### src/rtl/core/rpf_pkg.sv
// shared constants, result codes, job descriptor and crc-16 step for the packet framer
// no dependencies
`timescale 1ns / 1ps

package rpf_pkg;

    localparam int MAX_PAYLOAD = 64;
    localparam int BYTE_W      = 8;
    localparam int LEN_W       = 7;
    localparam int CRC_W       = 16;

    localparam logic [CRC_W-1:0]  CRC_POLY = 16'h1021;
    localparam logic [CRC_W-1:0]  CRC_MSB  = 16'h8000;
    localparam logic [BYTE_W-1:0] PREAMBLE = 8'hAA;
    localparam logic [BYTE_W-1:0] SYNC_HI  = 8'h2D;
    localparam logic [BYTE_W-1:0] SYNC_LO  = 8'hD4;

    localparam logic OP_TX = 1'b0;
    localparam logic OP_RX = 1'b1;

    localparam logic [1:0] KIND_TX_LINE = 2'd0;
    localparam logic [1:0] KIND_RX_BYTE = 2'd1;
    localparam logic [1:0] KIND_RX_DONE = 2'd2;
    localparam logic [1:0] KIND_ERROR   = 2'd3;

    localparam logic [1:0] ERR_NONE   = 2'd0;
    localparam logic [1:0] ERR_BUSY   = 2'd1;
    localparam logic [1:0] ERR_LENGTH = 2'd2;

    // line byte positions of a transmit frame
    localparam int STEP_W = 4;
    localparam logic [STEP_W-1:0] STEP_PRE0    = 4'd0;
    localparam logic [STEP_W-1:0] STEP_PRE1    = 4'd1;
    localparam logic [STEP_W-1:0] STEP_PRE2    = 4'd2;
    localparam logic [STEP_W-1:0] STEP_SYNC0   = 4'd3;
    localparam logic [STEP_W-1:0] STEP_SYNC1   = 4'd4;
    localparam logic [STEP_W-1:0] STEP_LEN     = 4'd5;
    localparam logic [STEP_W-1:0] STEP_PAYLOAD = 4'd6;
    localparam logic [STEP_W-1:0] STEP_CRC_LO  = 4'd7;
    localparam logic [STEP_W-1:0] STEP_CRC_HI  = 4'd8;
    localparam logic [STEP_W-1:0] STEP_TRAIL0  = 4'd9;
    localparam logic [STEP_W-1:0] STEP_TRAIL1  = 4'd10;

    localparam int QUEUE_DEPTH = 4;
    localparam int QUEUE_AW    = $clog2(QUEUE_DEPTH);
    localparam int QUEUE_CW    = $clog2(QUEUE_DEPTH + 1);

    typedef struct packed {
        logic [1:0]        kind;
        logic [BYTE_W-1:0] data;
        logic [LEN_W-1:0]  len;
        logic              crc_ok;
        logic [1:0]        err;
        logic              hdr;
        logic              pay;
        logic              tail;
        logic [CRC_W-1:0]  crc;
    } job_t;

    function automatic logic [CRC_W-1:0] crc_step(input logic [CRC_W-1:0] crc_in,
                                                  input logic [BYTE_W-1:0] b);
        logic [CRC_W-1:0] c;
        logic [CRC_W-1:0] feed;
        c    = crc_in;
        feed = {b, 8'h00};
        for (int k = 0; k < BYTE_W; k++) begin
            if (((c ^ feed) & CRC_MSB) != '0) begin
                c = {c[CRC_W-2:0], 1'b0} ^ CRC_POLY;
            end else begin
                c = {c[CRC_W-2:0], 1'b0};
            end
            feed = {feed[CRC_W-2:0], 1'b0};
        end
        return c;
    endfunction

endpackage

### src/rtl/core/rpf_front.sv
// front end: accepts words, tracks tx/rx mode, counters and crc, issues jobs
// depends on rpf_pkg
`timescale 1ns / 1ps

module rpf_front (
    input  logic                        aclk,
    input  logic                        aresetn,
    input  logic                        s_tvalid,
    output logic                        s_tready,
    input  logic                        s_op,
    input  logic [rpf_pkg::BYTE_W-1:0]  s_data_byte,
    input  logic [rpf_pkg::LEN_W-1:0]   s_tx_length,
    output logic                        q_wr,
    output rpf_pkg::job_t               q_job,
    input  logic                        q_full
);

    localparam logic [1:0] MODE_IDLE = 2'd0;
    localparam logic [1:0] MODE_TX   = 2'd1;
    localparam logic [1:0] MODE_RX   = 2'd2;

    logic [1:0]                       mode_reg, mode_next;
    logic [rpf_pkg::LEN_W-1:0]        cnt_reg, cnt_next;
    logic [rpf_pkg::LEN_W-1:0]        plen_reg, plen_next;
    logic [rpf_pkg::CRC_W-1:0]        crc_reg, crc_next;
    logic [rpf_pkg::BYTE_W-1:0]       crc_low_reg, crc_low_next;
    logic                             pend_reg, pend_next;
    logic [rpf_pkg::BYTE_W-1:0]       pend_byte_reg, pend_byte_next;

    logic                             accept;
    logic [rpf_pkg::BYTE_W-1:0]       run_byte;
    logic [rpf_pkg::BYTE_W-1:0]       start_len;
    logic [rpf_pkg::CRC_W-1:0]        crc_run;
    logic [rpf_pkg::CRC_W-1:0]        crc_start;
    logic [rpf_pkg::LEN_W-1:0]        cnt_inc;
    logic                             tx_tail;
    logic                             tx_run;

    assign s_tready  = !pend_reg && !q_full;
    assign accept    = s_tvalid && s_tready;
    assign run_byte  = pend_reg ? pend_byte_reg : s_data_byte;
    assign start_len = (s_op == rpf_pkg::OP_TX) ? {1'b0, s_tx_length} : s_data_byte;
    assign crc_run   = rpf_pkg::crc_step(crc_reg, run_byte);
    assign crc_start = rpf_pkg::crc_step('0, start_len);
    assign cnt_inc   = cnt_reg + 1'b1;
    assign tx_tail   = cnt_inc >= plen_reg;
    assign tx_run    = (pend_reg && !q_full)
                    || (accept && s_op == rpf_pkg::OP_TX && mode_reg == MODE_TX);

    always_comb begin
        mode_next      = mode_reg;
        cnt_next       = cnt_reg;
        plen_next      = plen_reg;
        crc_next       = crc_reg;
        crc_low_next   = crc_low_reg;
        pend_next      = pend_reg;
        pend_byte_next = pend_byte_reg;
        q_wr           = 1'b0;
        q_job          = '0;

        if (tx_run) begin
            // payload byte of a transmit packet, header too when it opens the packet
            q_wr       = 1'b1;
            q_job.kind = rpf_pkg::KIND_TX_LINE;
            q_job.data = run_byte;
            q_job.len  = plen_reg;
            q_job.hdr  = pend_reg;
            q_job.pay  = 1'b1;
            q_job.tail = tx_tail;
            q_job.crc  = crc_run;
            crc_next   = crc_run;
            pend_next  = 1'b0;
            if (tx_tail) begin
                mode_next = MODE_IDLE;
                cnt_next  = '0;
            end else begin
                cnt_next  = cnt_inc;
            end
        end else if (accept && s_op == rpf_pkg::OP_TX) begin
            if (mode_reg == MODE_RX) begin
                q_wr       = 1'b1;
                q_job.kind = rpf_pkg::KIND_ERROR;
                q_job.err  = rpf_pkg::ERR_BUSY;
            end else if (s_tx_length > rpf_pkg::LEN_W'(rpf_pkg::MAX_PAYLOAD)) begin
                q_wr       = 1'b1;
                q_job.kind = rpf_pkg::KIND_ERROR;
                q_job.err  = rpf_pkg::ERR_LENGTH;
            end else begin
                plen_next = s_tx_length;
                crc_next  = crc_start;
                cnt_next  = '0;
                if (s_tx_length == '0) begin
                    // empty frame: header, crc and trailer at once
                    q_wr       = 1'b1;
                    q_job.kind = rpf_pkg::KIND_TX_LINE;
                    q_job.len  = s_tx_length;
                    q_job.hdr  = 1'b1;
                    q_job.tail = 1'b1;
                    q_job.crc  = crc_start;
                    mode_next  = MODE_IDLE;
                end else begin
                    // length crc now, payload byte crc once the pending byte is queued
                    mode_next      = MODE_TX;
                    pend_next      = 1'b1;
                    pend_byte_next = s_data_byte;
                end
            end
        end else if (accept) begin
            if (mode_reg == MODE_TX) begin
                q_wr       = 1'b1;
                q_job.kind = rpf_pkg::KIND_ERROR;
                q_job.err  = rpf_pkg::ERR_BUSY;
            end else if (mode_reg != MODE_RX) begin
                if (s_data_byte > rpf_pkg::BYTE_W'(rpf_pkg::MAX_PAYLOAD)) begin
                    q_wr       = 1'b1;
                    q_job.kind = rpf_pkg::KIND_ERROR;
                    q_job.err  = rpf_pkg::ERR_LENGTH;
                end else begin
                    plen_next = s_data_byte[rpf_pkg::LEN_W-1:0];
                    crc_next  = crc_start;
                    cnt_next  = '0;
                    mode_next = MODE_RX;
                end
            end else if (cnt_reg < plen_reg) begin
                q_wr       = 1'b1;
                q_job.kind = rpf_pkg::KIND_RX_BYTE;
                q_job.data = s_data_byte;
                crc_next   = crc_run;
                cnt_next   = cnt_inc;
            end else if (cnt_reg == plen_reg) begin
                crc_low_next = s_data_byte;
                cnt_next     = cnt_inc;
            end else begin
                q_wr         = 1'b1;
                q_job.kind   = rpf_pkg::KIND_RX_DONE;
                q_job.len    = plen_reg;
                q_job.crc_ok = ({s_data_byte, crc_low_reg} == crc_reg);
                mode_next    = MODE_IDLE;
                cnt_next     = '0;
            end
        end
    end

    always_ff @(posedge aclk) begin
        if (!aresetn) begin
            mode_reg    <= MODE_IDLE;
            cnt_reg     <= '0;
            plen_reg    <= '0;
            crc_reg     <= '0;
            crc_low_reg <= '0;
            pend_reg    <= 1'b0;
        end else begin
            mode_reg    <= mode_next;
            cnt_reg     <= cnt_next;
            plen_reg    <= plen_next;
            crc_reg     <= crc_next;
            crc_low_reg <= crc_low_next;
            pend_reg    <= pend_next;
        end
        pend_byte_reg <= pend_byte_next;
    end

endmodule

### src/rtl/core/rpf_queue.sv
// small job queue between front end and back end
// depends on rpf_pkg
`timescale 1ns / 1ps

module rpf_queue (
    input  logic          aclk,
    input  logic          aresetn,
    input  logic          wr,
    input  rpf_pkg::job_t wr_job,
    output logic          full,
    input  logic          rd,
    output rpf_pkg::job_t rd_job,
    output logic          empty
);

    rpf_pkg::job_t                    mem_reg [rpf_pkg::QUEUE_DEPTH];
    logic [rpf_pkg::QUEUE_AW-1:0]     wptr_reg, wptr_next;
    logic [rpf_pkg::QUEUE_AW-1:0]     rptr_reg, rptr_next;
    logic [rpf_pkg::QUEUE_CW-1:0]     count_reg, count_next;

    assign full   = count_reg == rpf_pkg::QUEUE_CW'(rpf_pkg::QUEUE_DEPTH);
    assign empty  = count_reg == '0;
    assign rd_job = mem_reg[rptr_reg];

    always_comb begin
        wptr_next  = wr ? wptr_reg + 1'b1 : wptr_reg;
        rptr_next  = rd ? rptr_reg + 1'b1 : rptr_reg;
        count_next = count_reg;
        if (wr && !rd) begin
            count_next = count_reg + 1'b1;
        end else if (rd && !wr) begin
            count_next = count_reg - 1'b1;
        end
    end

    always_ff @(posedge aclk) begin
        if (!aresetn) begin
            wptr_reg  <= '0;
            rptr_reg  <= '0;
            count_reg <= '0;
        end else begin
            wptr_reg  <= wptr_next;
            rptr_reg  <= rptr_next;
            count_reg <= count_next;
        end
        if (wr) begin
            mem_reg[wptr_reg] <= wr_job;
        end
    end

endmodule

### src/rtl/core/rpf_back.sv
// back end: expands each job into result words, one per cycle while m_tready allows, into the output register
// depends on rpf_pkg
`timescale 1ns / 1ps

module rpf_back (
    input  logic                        aclk,
    input  logic                        aresetn,
    input  logic                        q_empty,
    input  rpf_pkg::job_t               q_job,
    output logic                        q_rd,
    output logic                        m_tvalid,
    input  logic                        m_tready,
    output logic [23:0]                 m_tdata,
    output logic [1:0]                  m_tuser,
    output logic                        m_tlast
);

    rpf_pkg::job_t                      cur_reg;
    logic                               cur_valid_reg, cur_valid_next;
    logic [rpf_pkg::STEP_W-1:0]         step_reg, step_next;
    logic                               m_tvalid_reg, m_tvalid_next;
    logic [23:0]                        m_tdata_reg;
    logic [1:0]                         m_tuser_reg;
    logic                               m_tlast_reg;

    logic                               out_free;
    logic                               emit;
    logic                               is_last;
    logic [rpf_pkg::STEP_W-1:0]         first_step;
    logic [rpf_pkg::BYTE_W-1:0]         line_byte;
    logic [rpf_pkg::BYTE_W-1:0]         res_byte;
    logic [rpf_pkg::LEN_W-1:0]          res_len;

    assign out_free = !m_tvalid_reg || m_tready;
    assign emit     = cur_valid_reg && out_free;
    assign is_last  = (cur_reg.kind != rpf_pkg::KIND_TX_LINE)
                   || (step_reg == rpf_pkg::STEP_TRAIL1)
                   || (step_reg == rpf_pkg::STEP_PAYLOAD && !cur_reg.tail);
    assign q_rd     = !q_empty && (!cur_valid_reg || (emit && is_last));

    always_comb begin
        if (q_job.hdr) begin
            first_step = rpf_pkg::STEP_PRE0;
        end else if (q_job.pay) begin
            first_step = rpf_pkg::STEP_PAYLOAD;
        end else begin
            first_step = rpf_pkg::STEP_CRC_LO;
        end
    end

    always_comb begin
        unique case (step_reg) inside
            rpf_pkg::STEP_PRE0, rpf_pkg::STEP_PRE1, rpf_pkg::STEP_PRE2,
            rpf_pkg::STEP_TRAIL0, rpf_pkg::STEP_TRAIL1: line_byte = rpf_pkg::PREAMBLE;
            rpf_pkg::STEP_SYNC0:   line_byte = rpf_pkg::SYNC_HI;
            rpf_pkg::STEP_SYNC1:   line_byte = rpf_pkg::SYNC_LO;
            rpf_pkg::STEP_LEN:     line_byte = {1'b0, cur_reg.len};
            rpf_pkg::STEP_PAYLOAD: line_byte = cur_reg.data;
            rpf_pkg::STEP_CRC_LO:  line_byte = cur_reg.crc[7:0];
            rpf_pkg::STEP_CRC_HI:  line_byte = cur_reg.crc[15:8];
            default:               line_byte = '0;
        endcase
    end

    assign res_byte = (cur_reg.kind == rpf_pkg::KIND_TX_LINE) ? line_byte : cur_reg.data;
    assign res_len  = (cur_reg.kind == rpf_pkg::KIND_RX_DONE) ? cur_reg.len : '0;

    always_comb begin
        cur_valid_next = cur_valid_reg;
        step_next      = step_reg;
        if (q_rd) begin
            cur_valid_next = 1'b1;
            step_next      = first_step;
        end else if (emit && is_last) begin
            cur_valid_next = 1'b0;
        end else if (emit) begin
            // empty frame skips from length byte to crc
            if (step_reg == rpf_pkg::STEP_LEN && !cur_reg.pay) begin
                step_next = rpf_pkg::STEP_CRC_LO;
            end else begin
                step_next = step_reg + 1'b1;
            end
        end
        m_tvalid_next = emit ? 1'b1 : (m_tready ? 1'b0 : m_tvalid_reg);
    end

    always_ff @(posedge aclk) begin
        if (!aresetn) begin
            cur_valid_reg <= 1'b0;
            step_reg      <= '0;
            m_tvalid_reg  <= 1'b0;
        end else begin
            cur_valid_reg <= cur_valid_next;
            step_reg      <= step_next;
            m_tvalid_reg  <= m_tvalid_next;
        end
        if (q_rd) begin
            cur_reg <= q_job;
        end
        if (emit) begin
            m_tdata_reg <= {6'b0, cur_reg.err, cur_reg.crc_ok, res_len, res_byte};
            m_tuser_reg <= cur_reg.kind;
            m_tlast_reg <= is_last;
        end
    end

    assign m_tvalid = m_tvalid_reg;
    assign m_tdata  = m_tdata_reg;
    assign m_tuser  = m_tuser_reg;
    assign m_tlast  = m_tlast_reg;

endmodule

### src/rtl/core/radio_packet_framer_crc16.sv
// top level of the radio packet framer / deframer with crc-16
// depends on rpf_pkg, rpf_front, rpf_queue, rpf_back
//
// channel  dir  tdata (low bit up)                                   tuser  tlast
// s_       in   data_byte[7:0] tx_length[14:8] pad[15]               op     -
// m_       out  out_byte[7:0] rx_length[14:8] crc_ok[15] err[17:16]  kind   last of word
//
// the front end takes one word per cycle while the queue is not full; a transmit word that opens
// a packet with payload holds s_tready low until the second crc byte update has been queued
// the back end sends one result per cycle while m_tready allows, so a word yields 0 to 11 result
// words (11 for a one-byte packet: header, payload, crc and trailer)
// a four-entry job queue lets the front keep accepting while results wait on m_tready
// aresetn (synchronous, active low) returns both directions to idle and empties the queue
`timescale 1ns / 1ps

module radio_packet_framer_crc16 (
    input  logic        aclk,
    input  logic        aresetn,
    input  logic        s_tvalid,
    output logic        s_tready,
    input  logic [15:0] s_tdata,   // data_byte[7:0], tx_length[14:8]
    input  logic        s_tuser,   // op
    output logic        m_tvalid,
    input  logic        m_tready,
    output logic [23:0] m_tdata,   // out_byte[7:0], rx_length[14:8], crc_ok[15], error_code[17:16]
    output logic [1:0]  m_tuser,   // kind
    output logic        m_tlast
);

    rpf_pkg::job_t wr_job;
    rpf_pkg::job_t rd_job;
    logic          q_wr;
    logic          q_full;
    logic          q_rd;
    logic          q_empty;

    rpf_front u_front (
        .aclk        (aclk),
        .aresetn     (aresetn),
        .s_tvalid    (s_tvalid),
        .s_tready    (s_tready),
        .s_op        (s_tuser),
        .s_data_byte (s_tdata[7:0]),
        .s_tx_length (s_tdata[14:8]),
        .q_wr        (q_wr),
        .q_job       (wr_job),
        .q_full      (q_full)
    );

    rpf_queue u_queue (
        .aclk    (aclk),
        .aresetn (aresetn),
        .wr      (q_wr),
        .wr_job  (wr_job),
        .full    (q_full),
        .rd      (q_rd),
        .rd_job  (rd_job),
        .empty   (q_empty)
    );

    rpf_back u_back (
        .aclk     (aclk),
        .aresetn  (aresetn),
        .q_empty  (q_empty),
        .q_job    (rd_job),
        .q_rd     (q_rd),
        .m_tvalid (m_tvalid),
        .m_tready (m_tready),
        .m_tdata  (m_tdata),
        .m_tuser  (m_tuser),
        .m_tlast  (m_tlast)
    );

endmodule

### config.mk
export PLATFORM = sky130hd
export DESIGN_NAME = radio_packet_framer_crc16
export DESIGN_NICKNAME = d
export VERILOG_FILES = /design/src/rtl/core/rpf_pkg.sv /design/src/rtl/core/rpf_front.sv /design/src/rtl/core/rpf_queue.sv /design/src/rtl/core/rpf_back.sv /design/src/rtl/core/radio_packet_framer_crc16.sv
export SDC_FILE = /design/constraint.sdc
export NUM_CORES = 1
export LEC_CHECK = 0
export BUFFER_PORTS_ARGS = -buffer_cell sky130_fd_sc_hd__buf_2
export CORE_AREA = 3 3 181 183
export CTS_CLUSTER_SIZE = 10
export DETAILED_ROUTE_END_ITERATION = 16
export DIE_AREA = 0 0 184 186
export SETUP_SLACK_MARGIN = 0.2
export SLEW_MARGIN = 20
export SYNTH_ARGS = -nofsm -noshare
export SYNTH_HDL_FRONTEND = slang
export SYNTH_SLANG_ARGS = --single-unit
### constraint.sdc
create_clock -name aclk -period 12.8 [get_ports aclk]
set_input_delay 2.56 -clock aclk [delete_from_list [all_inputs] [get_ports aclk]]
set_output_delay 2.56 -clock aclk [all_outputs]
set_load 0.01 [all_outputs]
==> results of run 1 <==
-- stage by stage --
stage / worst slack (ns) / cell area, sq um / hold slack, ns / std cells / utilization (%)
4_1_cts: 7.57 / 14100 / 0.416 / 1375 / 44.8
3_3_place_gp: 7.09 / 13100 / 0.404 / 1313 / 41.6
6_report: 7.51 / 14100 / 0.415 / 1375 / 44.8
5_1_grt: 7.37 / 14100 / 0.425 / 1375 / 44.8
2_1_floorplan: 6.88 / 12500 / 0.400 / 909 / -
3_5_place_dp: 7.04 / 13100 / 0.405 / 1313 / 41.6
-- cell type report --
type	instances	area, sq um
Fill cell	2841	17300
Sequential cell	279	7820
Multi-Input combinational cell	555	4370
Clock buffer	58	962
Tap cell	402	503
Timing Repair Buffer	52	285
Inverter	25	93.8
Clock inverter	4	45.0
-- per-layer routing --
layer  GRT usage (%)  vias up  part of all wire, %
li1                -     3494                    -
met1            23.8     3676                   48
met2            23.6      201                   44
met3            2.76       53                  5.0
met4            5.81        0                  3.1
met5               0        -                    0
-- worst max-delay path, delay by kind of cell --
kind | cells | cell delay (ns)
AOI/OAI and AO/OA | 3 | 1.24
buffers and inverters | 3 | 0.32
adders and majority gates | 2 | 0.43
and+or+nand+nor | 3 | 1.08
xor gates and xnor gates | 1 | 0.07
-- worst paths after layout --
check,startpoint,endpoint,cells after the start
worst max register to register,u_front.mode_reg[1],u_queue.count_reg[2],10
worst min register to register,u_back.cur_reg[20],u_back.m_tdata[17],0
worst min-delay path,u_back.cur_reg[20],u_back.m_tdata[17],0
worst max-delay path,s_tdata[8],u_queue.count_reg[2],12
-- cells in the final DEF, fill, tap and decap left out, drive strengths merged, types with 4 or more instances in the layout --
| master | Yosys | final |
|---|---|---|
| edfxtp | 223 | 223 |
| nor2 | 69 | 69 |
| nand2 | 65 | 65 |
| clkbuf | 25 | 58 |
| dfxtp | 56 | 56 |
| buf | 25 | 52 |
| a21oi | 41 | 41 |
| mux4 | 39 | 39 |
| xor2 | 35 | 35 |
| mux2i | 28 | 28 |
| o21ai | 28 | 28 |
| inv | 25 | 25 |
| ha | 24 | 24 |
| xnor2 | 23 | 23 |
| and2 | 20 | 20 |
| nand3 | 17 | 17 |
| nor2b | 13 | 13 |
| a22o | 12 | 12 |
| nor3 | 11 | 11 |
| nand2b | 11 | 11 |
| or3 | 10 | 10 |
| nand4 | 7 | 7 |
| nor4 | 7 | 7 |
| a311oi | 7 | 7 |
| o22ai | 6 | 6 |
| a211oi | 6 | 6 |
| conb | 1 | 6 |
| a221oi | 6 | 6 |
| nor3b | 5 | 5 |
| and3 | 5 | 5 |
| a31oi | 5 | 5 |
| or2 | 4 | 4 |
| o31ai | 4 | 4 |
| clkinv | 0 | 4 |
-- report_power, final --
part           total [W]  internal, W  switching, W
Combinational   0.000793     0.000316      0.000478
Clock           0.000856     0.000513      0.000343
Sequential       0.00135      0.00125      0.000108
-- kinds of logic (layout without fill, tap and decap cells) --
group           Yosys count  after routing  synth area share (%)
xor+xnor                 59             59                  4.25
simple gates            256            256                  10.1
other cells               1              6                0.0300
mux                      67             67                  9.28
buf+inv                  75            139                  2.77
fa+ha+maj                25             25                  2.57
flops                   279            279                  62.6
compound gates          142            142                  8.34
==> summary.md, run 1 <==
| Metric | Value |
|---|---|
| Status | finished, final reports clean |
| Cell chain of the critical path | buf_2 > or4_1 > o21ai_0 > nand3_1 > a221oi_4 > inv_1 > ha_1 > inv_1 > fa_1 > xor2_1 > or3_1 > a21oi_1 |
| Syn_area_per_cell | 13.8 sq um |
| Yosys warnings | 0 |
| Buffers on Ports | 42 |
| Slew Viols, Final | 0 |
| Clk root buf | clkbuf_16 |
| Largest area contributor in the netlist | edfxtp_1 |
| Drt via density | 5.40 |
| Synth area leaders | edfxtp_1, dfxtp_1, mux4_2 |
| Final setup viols | 0 |
| IO Pins | 50 |
| Worst reg2reg setup slack | 9.02 ns |
| Diode count | 0 |
| Max-Cap Viols | 0 |
| CORE AREA | ~31000 sq um |
| Post-synth ARST share | 0% |
| TritonRoute pass-1 iters | 5 |
| Grt ovf | 0 |
| Critical path class | input port to flip-flop |
| CP max stage delay | ~0.7 ns |
| Area growth, synth to finish | 12.8% |
| Final WL | 26.9 mm |
| Max reg flops | between 150 and 200 |
| Vias in the first global route | 7201 |
| Setup TNS | 0 ns |
| First-pass GRT wire length | 41.9 mm |
| CP endpoint kind | flip-flop |
| Clk sink count | 279 |
| Slew @ Worst Pin | 1.06 ns |
| Pwr/cell area | 213 nW/um^2 |
| Reg clk slew, reported paths | 0.05 ns |
| Total CTS buffers | 34 |
| Via count | 7424 |
| Global Route Usage Sum | approximately 16% |
| Die Span Y | 186 um |
| Worst EP required | 13.23 ns |
| # DRC | 0 |
| Setup bufs post-CTS | 0 |
| Main synth FF type | edfxtp_1 |
| Rows | 65 |
| Post-DR wirelength/cell | 19.6 um |
| FF+latch count, synth | 279 |
| Commonest cells in the netlist | edfxtp_1, nor2_1, nand2_1 |
| Chip Width | around 180 um |
| Leak | 4.96 nW |
| Rel. slew slack | 29.2% |
| Htree depth | 2 |
| Initial Util | roughly two fifths |
| Skew final | roughly 0.01 ns |
| Most used cell, CP | inv_1 |
| Syn Inst Count | 904 |
| Largest net degree at the start of global routing | ~50 |
| CTS tree | built |
| Power Total | 0.00300 W |
| Die area | approximately 34000 sq um |
| RSZ-0062 raised after global routing | no |
| Worst skew pair latency | 0.51 ns |
| Post-route ant nets | 0 |
| Peak supply drop | 116 uV |
| # hold bufs at CTS | 0 |
| Antenna violations before repair | 0 |
| Syn Std Cell Area | approximately 12000 sq um |
| Fin. Hold Viols | 0 |
| Placer congestion estimate | 0.913 |
| Number of synthesized flops with an enable pin | 223 |
| Most frequent cell after synthesis | edfxtp_1 |
| Iter 0 DRT Violations | 506 |
| Post-cts resize count | 0 |
| Register area share after synthesis | about 63% |
| CP max FO | 8 |
| Share of layout cells above drive strength 1 | 15.4% |
| Final Critical Period | 5.29 ns |
| Synth cell types | 68 |
| Setup crit start kind | input port |
| Worst EP arrival | 5.72 ns |
| Tcrit/Tclk final | 41.4% |
| Nets | approximately 990 |
| Fmax | 189 MHz |
| Yosys top cell area share | 53.7% |
| Worst Hold Class | flip-flop to flip-flop |
| Slowest cell on crit path | a221oi_4 |
| Longest Clk Path Bufs | 3 |
| Hpwl dp | 17.9 mm |
Note: power is estimated with default switching activity, not from simulation.
==> run 2, diff against run 1 <==
clock period = 5.53 ns   (was 12.8 ns; I/O delays follow)
==> summary.md, run 2 (synthesis results as in run 1) <==
| Metric | Value |
|---|---|
| Rel. slew slack | 20.1% |
| Worst Hold Class | flip-flop to flip-flop |
| # DRC | 0 |
| Htree depth | 2 |
| Pwr/cell area | 494 nW/um^2 |
| Multi-input gate area | 4370 sq um |
| Worst EP arrival | 4.17 ns |
| Initial Util | about two fifths |
| RSZ-0062 raised after global routing | no |
| Hpwl dp | 18.6 mm |
| # fillers | about 2900 |
| Worst EP required | between 5 and 6 ns |
| Placer congestion estimate | slightly below 0.9 |
| Clk root buf | clkbuf_16 |
| Fin. Hold Viols | 0 |
| Setup bufs post-CTS | 0 |
| Max-Cap Viols | 0 |
| First-pass GRT wire length | 42.0 mm |
| Global Route Usage Sum | 15.9% |
| DR top layer | met4 |
| Diode count | 0 |
| IO Pins | 50 |
| CP endpoint kind | flip-flop |
| CTS tree | built |
| Peak supply drop | around 250 uV |
| Clk sink count | roughly 280 |
| Die area | 34200 sq um |
| Setup crit start kind | input port |
| Final Critical Period | 3.74 ns |
| CP max stage delay | between 0.6 and 0.7 ns |
| CP max FO | 8 |
| Final WL | about 27 mm |
| Slowest cell on crit path | a221oi_4 |
| Slew @ Worst Pin | 1.18 ns |
| Setup TNS | 0 ns |
| Rows | 65 |
| TritonRoute pass-1 iters | 5 |
| Slew Viols, Final | 0 |
| Worst skew pair latency | around 0.5 ns |
| Cell chain of the critical path | buf_2 > or4_1 > o21ai_0 > nand3_1 > a221oi_4 > inv_1 > ha_1 > inv_1 > fa_1 > xor2_1 > or3_1 > a21oi_1 |
| CORE AREA | approximately 31000 sq um |
| Chip Width | 184 um |
| Longest Clk Path Bufs | 3 |
| Total CTS buffers | 34 |
| Max reg flops | 156 |
| Buffers on Ports | 42 |
| Met3 routed WL | between 1 and 1.5 mm |
| Iter 0 DRT Violations | 544 |
| Post-DR wirelength/cell | 19.6 um |
| Vias in the first global route | ~7200 |
| Grt ovf | 0 |
| Fmax | 267 MHz |
| Status | finished, final reports clean |
| Antenna violations before repair | 0 |
| Wl on met1 | 13.3 mm |
| Most used cell, CP | inv_1 |
| Area growth, synth to finish | 12.9% |
| Die Span Y | 186 um |
| Skew final | around 0.012 ns |
| Reg clk slew, reported paths | 0.05 ns |
| # hold bufs at CTS | 0 |
| Nets | approximately 1000 |
| Post-cts resize count | 0 |
| Post-route ant nets | 0 |
| Final setup viols | 0 |
| Buffers plus inverters on the worst setup path | 3 |
| Critical path class | input port to flip-flop |
| Power Total | 0.00696 W |
| Most frequent cells in the layout | edfxtp_1, nor2_1, nand2_1 |
| Leak | 4.98 nW |
| WL met2 | 11.7 mm |
| Commonest non-fill, non-tap cell in the layout | edfxtp_1 |
| Drt via density | 5.38 |
| Top delay family on crit path | compound AO/OA/AOI/OAI gates |
| Largest net degree at the start of global routing | 45 |
| Via count | approximately 7400 |
| Share of layout cells above drive strength 1 | 15.9% |
| Tcrit/Tclk final | about two thirds |
| Storage cell area | 7820 sq um |
[run 2: changes by cell type in the layout (fill, tap and decap cells not counted), sizes merged]
cell / delta
buf: +4
clkbuf: -7
clkinv: -1
inv: +2
[run 2: worst register-to-register path: cells and delay by family, from the launching register on]
kind / cells / cell delay [ns]
AOI/OAI and AO/OA: 3 / 1.08
xor gates and xnor gates: 1 / 0.18
adders and majority gates: 3 / 0.95
buffers and inverters: 3 / 0.28
DFF: 1 / 0.37
and+or+nand+nor: 3 / 0.70
[run 2: report_power, final]
part	leakage, nW	internal [W]	switching [W]
sequential	2.55	0.00288	0.000286
combinational	1.96	0.000736	0.00107
clock	0.475	0.00118	0.000806
total	4.98	0.00480	0.00216
[run 2: worst paths after layout]
path,startpoint,endpoint,slack (ns),cells past startpoint
setup / recovery,s_tdata[8],u_queue.count_reg[2],1.79,12
hold / removal,u_back.cur_reg[21],u_back.m_tdata[15],0.42,0
setup reg to reg,u_front.plen_reg[5],u_queue.count_reg[2],1.91,13
hold reg to reg,u_back.cur_reg[21],u_back.m_tdata[15],0.42,0
[run 2: stage by stage]
step                setup WS, ns  hold WS, ns  cell area (sq um)  util (%)  std cells
global route                1.55        0.424              14100      44.9       1373
global placement            1.29        0.403              13100      41.7       1317
CTS                         1.81        0.418              14100      44.9       1373
finish                      1.79        0.418              14100      44.9       1373
detailed placement          1.29        0.407              13100      41.7       1317
floorplan                   1.07        0.400              12500         -        909
[run 2: metal layers]
| layer | track usage [%] | up-vias |
|---|---|---|
| met1 | 23.7 | 3658 |
| met5 | 0 | - |
| met4 | 4.78 | 0 |
| li1 | - | 3498 |
| met2 | 24.2 | 185 |
| met3 | 2.64 | 48 |
[run 2: area by class of cell]
type / count / share of cell area [%]
clock buffers: 51 / 6.71
clock inverters: 5 / 0.284
inverters: 25 / 0.666
multi-input cells: 555 / 31.0
flip-flops and latches: 279 / 55.5
well taps: 402 / 3.57
repair buffers: 56 / 2.24
==> run 3, diff against run 2 <==
clock period = 3.86 ns   (was 5.53 ns; I/O delays follow)
==> summary.md, run 3 (synthesis results as in run 1) <==
| Metric | Value |
|---|---|
| Cell Area, Placed | 13200 sq um |
| Setup bufs post-CTS | 0 |
| Initial Util | between 30% and 40% |
| RSZ-0062 raised after global routing | no |
| CP max FO | 5 |
| Chip Width | about 180 um |
| Most frequent cells in the layout | edfxtp_1, nor2_1, nand2_1 |
| Max-Cap Viols | 0 |
| Commonest non-fill, non-tap cell in the layout | edfxtp_1 |
| Clk root buf | clkbuf_16 |
| Slew Viols, Final | 0 |
| Post-cts resize count | 0 |
| Post-DR wirelength/cell | approximately 19 um |
| Final WL | 27.1 mm |
| Longest Clk Path Bufs | 3 |
| Multi-input gate area | 4370 sq um |
| Grt ovf | 0 |
| Die Span Y | 186 um |
| Drt via density | ~5.3 |
| IO Pins | 50 |
| Worst skew pair latency | between 0.5 and 0.6 ns |
| Fin. Hold Viols | 0 |
| Peak supply drop | 343 uV |
| Status | finished, final reports clean |
| Pwr/cell area | slightly above 700 nW/um^2 |
| Rows | 65 |
| Antenna violations before repair | 0 |
| Via count | 7424 |
| Worst slack at placement | 0.115 ns |
| Setup TNS | 0 ns |
| Die area | 34200 sq um |
| Final worst slack | 0.575 ns |
| CTS tree | built |
| Area growth, synth to finish | 13.9% |
| # DRC | 0 |
| Tcrit/Tclk final | 85.1% |
| Post-route cell area | 14200 sq um |
| Post-route ant nets | 0 |
| CORE AREA | 31400 sq um |
| Skew final | 0.0174 ns |
| Reg clk slew, reported paths | 0.05 ns |
| Global Route Usage Sum | between 10% and 20% |
| Final Critical Period | around 3.3 ns |
| Worst Hold Class | flip-flop to flip-flop |
| Total CTS buffers | 34 |
| Fmax | roughly 300 MHz |
| Slew @ Worst Pin | 1.05 ns |
| Placer congestion estimate | 0.876 |
| Iter 0 DRT Violations | 601 |
| Nets | 1013 |
| Rel. slew slack | 29.3% |
| Critical path class | flip-flop to flip-flop |
| Vias in the first global route | between 7000 and 8000 |
| Core Util, Final | a little under half |
| Htree depth | 2 |
| Hpwl dp | between 15 and 20 mm |
| Buffers on Ports | 42 |
| CP endpoint kind | flip-flop |
| # fillers | 2828 |
| Share of layout cells above drive strength 1 | 17.4% |
| # hold bufs at CTS | 0 |
| Worst EP required | 4.29 ns |
| Leak | roughly 5.1 nW |
| Diode count | 0 |
| Storage cell area | 7820 sq um |
| Clk sink count | 279 |
| TritonRoute pass-1 iters | 4 |
| Final setup viols | 0 |
| First-pass GRT wire length | 41.9 mm |
| Setup crit start kind | flip-flop |
| Worst EP arrival | 3.71 ns |
| Largest net degree at the start of global routing | 40 |
| Max reg flops | 156 |
[run 3: cell types whose count changed in the layout (fill, tap and decap cells not counted)]
| cell | change |
|---|---|
| buf_4 | +16 |
| clkbuf_1 | +1 |
| clkinv_1 | -3 |
| clkinv_2 | +2 |
| nor2b_2 | +1 |
| nor2b_4 | -1 |
[run 3: worst max-delay path: stages, from the launching register on]
cell and delay (ns):
dfxtp_1 0.39, inv_1 0.08, ha_1 0.33, and3_1 0.21, and2_1 0.17, o311ai_0 0.28, buf_4 0.19, a221oi_4 0.10
inv_1 0.10, ha_1 0.19, inv_1 0.07, fa_1 0.44, xor2_1 0.18, or3_1 0.31, a21oi_1 0.16
[run 3: metrics by stage]
step	power, W	hold slack (ns)	cells
6_report	0.0100	0.417	1389
5_1_grt	0.0106	0.423	1389
4_1_cts	0.0101	0.419	1389
3_5_place_dp	0.00724	0.406	1333
3_3_place_gp	0.00722	0.404	1333
2_1_floorplan	0.00637	0.400	909
[run 3: area by class of cell]
class	count	share of cell area, %
Timing Repair Buffer	72	3.06
Inverter	25	0.660
Clock inverter	4	0.273
Sequential cell	279	55.0
Tap cell	402	3.54
Clock buffer	52	6.68
Multi-Input combinational cell	555	30.7
[run 3: worst paths after layout]
check	startpoint	end	slack [ns]	depth (start not counted)
max	u_front.plen_reg[5]	u_queue.count_reg[2]	0.57	14
min	u_back.cur_reg[20]	u_back.m_tdata[17]	0.42	0
max reg2reg	u_front.plen_reg[5]	u_queue.count_reg[2]	0.57	14
min reg2reg	u_back.cur_reg[20]	u_back.m_tdata[17]	0.42	0
[run 3: metal layers]
| layer | share of wire, % | GRT usage [%] | vias up |
|---|---|---|---|
| met2 | 44 | 24.7 | 195 |
| met1 | 48 | 23.1 | 3641 |
| met3 | 5.5 | 2.87 | 49 |
| li1 | - | - | 3539 |
| met5 | 0 | 0 | - |
| met4 | 2.8 | 5.35 | 0 |
[run 3: power by group]
group | internal (W) | total, W | switching (W)
clock | 0.00170 | 0.00285 | 0.00115
combinational | 0.00108 | 0.00267 | 0.00159
sequential | 0.00413 | 0.00450 | 0.000363
